**config.mk**
```make
export PLATFORM = sky130hd
export DESIGN_NAME = weight_bias_record_loader_flat
export DESIGN_NICKNAME = d
export VERILOG_FILES = /design/src/design/wbrl_pkg.sv /design/src/design/wbrl_word_if.sv /design/src/design/wbrl_write_if.sv /design/src/design/wbrl_step.sv /design/src/design/wbrl_out_reg.sv /design/src/design/weight_bias_record_loader.sv /design/src/flat_wrapper.sv
export SDC_FILE = /design/constraint.sdc
export NUM_CORES = 1
export LEC_CHECK = 0
export BUFFER_PORTS_ARGS = -buffer_cell sky130_fd_sc_hd__buf_2
export CAP_MARGIN = 20
export CELL_PAD_IN_SITES_DETAIL_PLACEMENT = 2
export CELL_PAD_IN_SITES_GLOBAL_PLACEMENT = 2
export CORE_MARGIN = 2
export CORE_UTILIZATION = 36
export CTS_BUF_LIST = sky130_fd_sc_hd__clkbuf_16
export DETAILED_ROUTE_END_ITERATION = 7
export PLACE_DENSITY_LB_ADDON = 0.1
export SLEW_MARGIN = 20
export SYNTH_ARGS = -nofsm -noshare
export SYNTH_HDL_FRONTEND = slang
export SYNTH_SLANG_ARGS = --single-unit
```
**constraint.sdc**
```tcl
create_clock -name clk -period 4.7 [get_ports clk]
set_clock_uncertainty 0.15 [all_clocks]
set_input_delay 0.94 -clock clk [delete_from_list [all_inputs] [get_ports clk]]
set_output_delay 0.94 -clock clk [all_outputs]
set_load 0.05 [all_outputs]
```
**src/design/wbrl_pkg.sv**
```systemverilog
// Shared types and constants for the weight/bias record loader.
package wbrl_pkg;

  localparam int WordW = 32;
  localparam int KindW = 2;
  localparam logic [WordW-1:0] MarkerValue = 32'h0000_0001;

  typedef enum logic [2:0] {
    PH_W_ADDR = 3'd0,
    PH_W_LEN  = 3'd1,
    PH_W_DATA = 3'd2,
    PH_B_ADDR = 3'd3,
    PH_B_LEN  = 3'd4,
    PH_B_DATA = 3'd5,
    PH_END    = 3'd6
  } phase_t;

  typedef enum logic [KindW-1:0] {
    KIND_NONE   = 2'd0,
    KIND_WORD   = 2'd1,
    KIND_MARKER = 2'd2
  } kind_t;

  typedef struct packed {
    phase_t           phase;
    logic [WordW-1:0] base_address;
    logic [WordW-1:0] words_written;
    logic [WordW-1:0] record_length;
  } state_t;

  typedef struct packed {
    kind_t            write_kind;
    logic [WordW-1:0] write_address;
    logic [WordW-1:0] write_data;
    logic             in_bias_section;
    logic             finished;
  } result_t;

endpackage

```
**src/design/wbrl_word_if.sv**
```systemverilog
// Input channel: one stream word per item.
interface wbrl_word_if import wbrl_pkg::*; ();
  logic             valid;
  logic             ready;
  logic [WordW-1:0] word;

  modport source (output valid, output word, input ready);
  modport sink   (input valid, input word, output ready);
endinterface

```
**src/design/wbrl_write_if.sv**
```systemverilog
// Output channel: one memory write request (or no-op) per item.
interface wbrl_write_if import wbrl_pkg::*; ();
  logic             valid;
  logic             ready;
  kind_t            write_kind;
  logic [WordW-1:0] write_address;
  logic [WordW-1:0] write_data;
  logic             in_bias_section;
  logic             finished;

  modport source (output valid, output write_kind, output write_address, output write_data,
                  output in_bias_section, output finished, input ready);
  modport sink   (input valid, input write_kind, input write_address, input write_data,
                  input in_bias_section, input finished, output ready);
endinterface

```
**src/design/wbrl_step.sv**
```systemverilog
// Record parser: next state and write request for one stream word.
module wbrl_step import wbrl_pkg::*; (
  input  state_t           st,
  input  logic [WordW-1:0] word,
  output state_t           st_next,
  output result_t          res
);

  logic [WordW-1:0] count_inc;
  logic             last_word;
  logic [WordW-1:0] payload_addr;

  assign count_inc    = st.words_written + WordW'(1);
  assign last_word    = (count_inc == st.record_length);
  assign payload_addr = st.base_address + {st.words_written[WordW-3:0], 2'b00};

  // Next state
  always_comb begin
    st_next = st;
    unique case (st.phase)
      PH_W_ADDR: begin
        st_next.base_address = word;
        st_next.phase        = (word == '0) ? PH_B_ADDR : PH_W_LEN;
      end
      PH_W_LEN, PH_B_LEN: begin
        st_next.record_length = word;
        st_next.words_written = '0;
        st_next.phase         = (st.phase == PH_W_LEN) ? PH_W_DATA : PH_B_DATA;
      end
      PH_W_DATA: begin
        st_next.words_written = count_inc;
        if (last_word) st_next.phase = PH_W_ADDR;
      end
      PH_B_ADDR: begin
        st_next.base_address = word;
        st_next.phase        = (word == '0) ? PH_END : PH_B_LEN;
      end
      PH_B_DATA: begin
        st_next.words_written = count_inc;
        if (last_word) st_next.phase = PH_B_ADDR;
      end
      default: ;  // finished or unused code: ignore input
    endcase
  end

  // Write request
  always_comb begin
    res.write_kind    = KIND_NONE;
    res.write_address = '0;
    res.write_data    = '0;
    unique case (st.phase)
      PH_W_ADDR: begin
        if (word != '0) begin
          res.write_kind    = KIND_MARKER;
          res.write_address = word | WordW'(1);
          res.write_data    = MarkerValue;
        end
      end
      PH_W_DATA, PH_B_DATA: begin
        res.write_kind    = KIND_WORD;
        res.write_address = payload_addr;
        res.write_data    = word;
      end
      default: ;
    endcase
    res.in_bias_section = (st_next.phase >= PH_B_ADDR) || (st.phase > PH_END);
    res.finished        = (st_next.phase >= PH_END);
  end

endmodule

```
**src/design/wbrl_out_reg.sv**
```systemverilog
// Result register: holds one write request until the sink takes it.
module wbrl_out_reg import wbrl_pkg::*; (
  input  logic    clk,
  input  logic    rst,
  input  logic    load,
  input  result_t d,
  input  logic    take,
  output logic    can_load,
  output logic    valid,
  output result_t q
);

  assign can_load = !valid || take;

  always_ff @(posedge clk) begin
    if (rst) begin
      valid <= 1'b0;
    end else if (load) begin
      valid <= 1'b1;
    end else if (take) begin
      valid <= 1'b0;
    end
  end

  always_ff @(posedge clk) begin
    if (load) begin
      q <= d;
    end
  end

endmodule

```
**src/design/weight_bias_record_loader.sv**
```systemverilog
// Top level of the weight/bias record loader.
//
// Turns a stream of 32-bit words into memory write requests. The stream is a
// weight section followed by a bias section; each record is a base address, a
// word count and that many payload words. A zero address closes the weight
// section, a second zero address closes the bias section, after which every
// word yields a no-op result. A nonzero weight address first yields a marker
// byte write of 1 at (address | 1); payload word k goes to base + 4k. A count
// of zero wraps, so such a record runs for 2^32 payload words. Each word gives
// exactly one result item, kind NONE meaning no write (address and data 0).
// Throughput is one item per clock while the sink keeps up: the parser state
// and the single output register both load on the edge that accepts the word.
// The input is ready whenever that register is empty or being drained, so a
// stalled sink holds one result and back-pressures the stream.
module weight_bias_record_loader import wbrl_pkg::*; (
  input logic         clk,
  input logic         rst,
  wbrl_word_if.sink   words,
  wbrl_write_if.source writes
);

  state_t  st;
  state_t  st_next;
  result_t res;
  result_t res_q;
  logic    can_load;
  logic    accept;
  logic    out_valid;

  wbrl_step u_step (
    .st      (st),
    .word    (words.word),
    .st_next (st_next),
    .res     (res)
  );

  assign words.ready = can_load;
  assign accept      = words.valid && can_load;

  // parser state advances only on an accepted item
  always_ff @(posedge clk) begin
    if (rst) begin
      st.phase         <= PH_W_ADDR;
      st.base_address  <= '0;
      st.words_written <= '0;
      st.record_length <= '0;
    end else if (accept) begin
      st <= st_next;
    end
  end

  wbrl_out_reg u_out (
    .clk      (clk),
    .rst      (rst),
    .load     (accept),
    .d        (res),
    .take     (writes.ready),
    .can_load (can_load),
    .valid    (out_valid),
    .q        (res_q)
  );

  assign writes.valid           = out_valid;
  assign writes.write_kind      = res_q.write_kind;
  assign writes.write_address   = res_q.write_address;
  assign writes.write_data      = res_q.write_data;
  assign writes.in_bias_section = res_q.in_bias_section;
  assign writes.finished        = res_q.finished;

  // an accepted item always shows up in the result register next cycle
  a_accept_to_result: assert property (@(posedge clk) disable iff (rst)
    accept |=> out_valid)
    else $error("accepted item produced no result");

  // finished implies the bias section flag
  a_finished_in_bias: assert property (@(posedge clk) disable iff (rst)
    (out_valid && res_q.finished) |-> res_q.in_bias_section)
    else $error("finished without bias section");

  // marker writes only in the weight section, at an odd address
  a_marker_weight_only: assert property (@(posedge clk) disable iff (rst)
    (out_valid && res_q.write_kind == KIND_MARKER) |->
      (!res_q.in_bias_section && res_q.write_address[0]))
    else $error("bad marker write");

  // once finished, the parser stays finished
  a_end_sticky: assert property (@(posedge clk) disable iff (rst)
    (st.phase == PH_END) |=> (st.phase == PH_END))
    else $error("left the end phase");

endmodule

```
**src/flat_wrapper.sv**
```systemverilog
// flat-port wrapper written by rule: the top's interface ports become plain ports
module weight_bias_record_loader_flat import wbrl_pkg::*;
  (clk, rst, words_valid, words_word, words_ready, writes_valid, writes_write_kind, writes_write_address, writes_write_data, writes_in_bias_section, writes_finished, writes_ready);
  wbrl_word_if words_i ();
  wbrl_write_if writes_i ();
  input logic clk;
  input logic rst;
  input wire logic [$bits(words_i.valid)-1:0] words_valid;
  input wire logic [$bits(words_i.word)-1:0] words_word;
  output wire logic [$bits(words_i.ready)-1:0] words_ready;
  output wire logic [$bits(writes_i.valid)-1:0] writes_valid;
  output wire logic [$bits(writes_i.write_kind)-1:0] writes_write_kind;
  output wire logic [$bits(writes_i.write_address)-1:0] writes_write_address;
  output wire logic [$bits(writes_i.write_data)-1:0] writes_write_data;
  output wire logic [$bits(writes_i.in_bias_section)-1:0] writes_in_bias_section;
  output wire logic [$bits(writes_i.finished)-1:0] writes_finished;
  input wire logic [$bits(writes_i.ready)-1:0] writes_ready;
  assign words_i.valid = words_valid;
  assign words_i.word = words_word;
  assign words_ready = words_i.ready;
  assign writes_valid = writes_i.valid;
  assign writes_write_kind = writes_i.write_kind;
  assign writes_write_address = writes_i.write_address;
  assign writes_write_data = writes_i.write_data;
  assign writes_in_bias_section = writes_i.in_bias_section;
  assign writes_finished = writes_i.finished;
  assign writes_i.ready = writes_ready;
  weight_bias_record_loader u_core (.clk(clk), .rst(rst), .words(words_i), .writes(writes_i));
endmodule
```
==> summary.md <==
| Metric | Value |
|---|---|
| Status | complete, no violations |
| FP Rows | 58 |
| Commonest cells post-synth | nand2_1, a21oi_1, dfxtp_1, edfxtp_1, nor2_1 |
| Distinct cells, synth | 69 |
| Largest net degree at the start of global routing | 82 |
| WHS Endpoint | u_core.st[93] |
| Top cells by area, synth | edfxtp_1, dfxtp_1, nand2_1 |
| Top FF cell, synth | dfxtp_1 |
| Root Buffer | clkbuf_16 |
| Mapped Area | slightly above 0.009 mm^2 |
| PD cells | 349 mW/mm^2 |
| DIE AREA | 0.0267 mm^2 |
| Aggregate global routing overflow | 0 |
| Placed Cells | 1422 |
| Crit Path Class | flop to flop |
| Least-Margin Pin Slew | 1000 ps |
| Worst hold stages | 2 |
| Post-Synthesis Cells | 1042 |
| Crit end category | flop |
| DRC errors left | 0 |
| Post-route ant nets | 0 |
| Layout cell share with drive strength beyond 1 | 0.142 |
| Fillers | approximately 2800 |
| Crit path cell chain | ha_1 > nand3_1 > nor4_1 > nand3_1 > or4_1 > xnor2_1 > nor4_1 > and4b_1 > mux2_1 > o21ai_1 |
| Hpwl dp | 24.0 mm |
| Core Box Area | 0.0251 mm^2 |
| H-tree levels | 4 |
| Worst-path fanout max | 7 |
| F_max | about 0.25 GHz |
| RR Endpoint | u_core.st[97] |
| First-pass DRT Iterations | 5 |
| P&R area growth vs syn | 15.0% |
| Fraction of registers with async set/reset | 0 |
| Non-filler cells, final | 1454 |
| Setup total negative slack | 0 ps |
| RSZ-0062 raised after global routing | false |
| CP max stage delay | 800 ps |
| Reg clk slew, reported paths | 80 ps |
| Total power | roughly 3700 uW |
| Slowest stage cell on the critical path | nor4_1 |
| Via density | 5.70 |
| Max cap viols | 0 |
| Leak | 0.00412 uW |
| Maximum VDD drop | 0.183 mV |
| Post-synth EDFFs | 68 |
| Yosys top cell area share | 0.223 |
| Fin worst setup slack | 735 ps |
| Synth warn | 0 |
| Relative slew margins | 0.330 |
| Yosys reg bits | roughly 170 |
| Port-buffer cells | 105 |
| Startpoint types | flop |
| CP required | 4920 ps |
| Worst min-delay path startpoint | u_core.st[93] |
| Final setup violation count | 0 |
| Crit-path leading delay family | simple AND/OR/NAND/NOR gates |
| Ant. Diodes | 0 |
| Worst r2r src | u_core.st[33] |
| DR vias | 8287 |
| Critical Path AT | about 4200 ps |
| Clk_lat worst skew | 440 ps |
| Routability congestion estimate | 0.845 |
| Fin crit share | 0.844 |
| Post-CTS Resized | 0 |
| WL per Instance | ~23 um |
| Syn_nets | 1109 |
| Global Route Usage Sum | 0.255 |
| Die W | approximately 160 um |
| Sequential element share of the synthesized area | 0.441 |
| Die height | 164 um |
| Initial antenna violation count | 0 |
| Final instance area | 0.0105 mm^2 |
| Reg-to-reg setup timing slack | 740 ps |
| Final min period | 3960 ps |
| Synth Area per Inst | 8.79 um^2 |
| # IOs | 106 |
| CTS Hold Buffers Added | 0 |
| Setup repair bufs after CTS | 0 |
| TritonCTS Buffers | 17 |
| First-pass GRT wire length | 51.6 mm |
| Clk buf depth | 2 |
| Worst Reg-to-Reg Cells | 10 |
| Iteration-0 DRC Markers | 574 |
| Placed instance area | 0.00995 mm^2 |
| Dominant cell type by area after synthesis | edfxtp_1 |
| Slew Viols, Final | 0 |
| Initial Util | 0.365 |
| Fin. Hold Viols | 0 |
| Fin nets | 1178 |
| CTS tree | done |
| Total wire length | 33.4 mm |
| Vias in the first global route | 8737 |
| Bufs and invs on worst path | 0 |
| HP Class | flop to flop |
| Clk sinks | 168 |
| Most frequent cell after synthesis | nand2_1 |
| Pre-CTS WS | 766 ps |
[how the worst max path moves through the flow]
stage	depth (start not counted)	from	slack, ps	to
after global routing	10	u_core.st[33]	480	u_core.st[97]
after detailed placement	10	u_core.st[33]	770	u_core.st[97]
after global placement	10	u_core.st[44]	920	u_core.u_out.q[65]
final	10	u_core.st[33]	740	u_core.st[97]
after CTS	10	u_core.st[33]	710	u_core.st[97]
after floorplan	9	writes_ready	110	u_core.st[51]
[flip-flops by register name, summed over array words and instances, names as in the netlist]
register and count:
u_core.st 99, u_core.u_out.q 68, u_core.u_out.valid 1
[cells in the final DEF, fill, tap and decap left out, types with 26 or more instances in the layout]
| cell type | count |
|---|---|
| xnor2_1 | 46 |
| nor2_1 | 58 |
| buf_2 | 104 |
| a21oi_1 | 128 |
| ha_1 | 30 |
| xor2_1 | 26 |
| a22o_1 | 28 |
| o21ai_0 | 48 |
| dfxtp_1 | 100 |
| nand2_1 | 179 |
| and2_1 | 36 |
| edfxtp_1 | 68 |
[cell families after synthesis]
logic type	count (synthesis)	synth area share
buffers and inverters	79	0.0347
XOR/XNOR	72	0.0688
AND/OR/NAND/NOR	404	0.213
adder cells (fa/ha/maj)	32	0.0443
AO/OA/AOI/OAI	282	0.192
multiplexers	5	0.00574
flip-flops	168	0.441
[per-layer routing]
| metal | track usage | vias up | routed length, um |
|---|---|---|---|
| met5 | 0 | - | 0 |
| met1 | 0.360 | 4194 | 16500 |
| met3 | 0.0338 | 26 | 1180 |
| li1 | - | 3878 | - |
| met4 | 0.0630 | 0 | 512 |
| met2 | 0.412 | 189 | 15300 |
[per-stage QoR]
stage	util	hold slack (ps)
2_1_floorplan	-	286
3_3_place_gp	0.396	295
3_5_place_dp	0.396	304
4_1_cts	0.420	313
5_1_grt	0.420	335
6_report	0.420	313
[final cells by class]
cell class	count	area [um^2]	share of cell area
Timing Repair Buffer	118	626	0.0594
Clock buffer	17	425	0.0404
Inverter	11	41.3	0.00392
Tap cell	330	413	0.0392
Clock inverter	15	158	0.0150
Sequential cell	168	4040	0.384
Multi-Input combinational cell	795	4830	0.458
[where the power goes]
part	internal (uW)	switching (uW)	total, uW	leakage [uW]
logic	154	437	591	0.00234
registers	1610	43.1	1650	0.00149
clock network	754	685	1440	0.000286
total	2510	1170	3680	0.00412
[tightest hold or removal path, delay by kind of cell, from the launching register on]
family	cells	cell delay, ps
DFF	1	310
and+or+nand+nor	1	50
AOI/OAI and AO/OA	1	50
No activity file was read; power rests on OpenSTA's default activity.
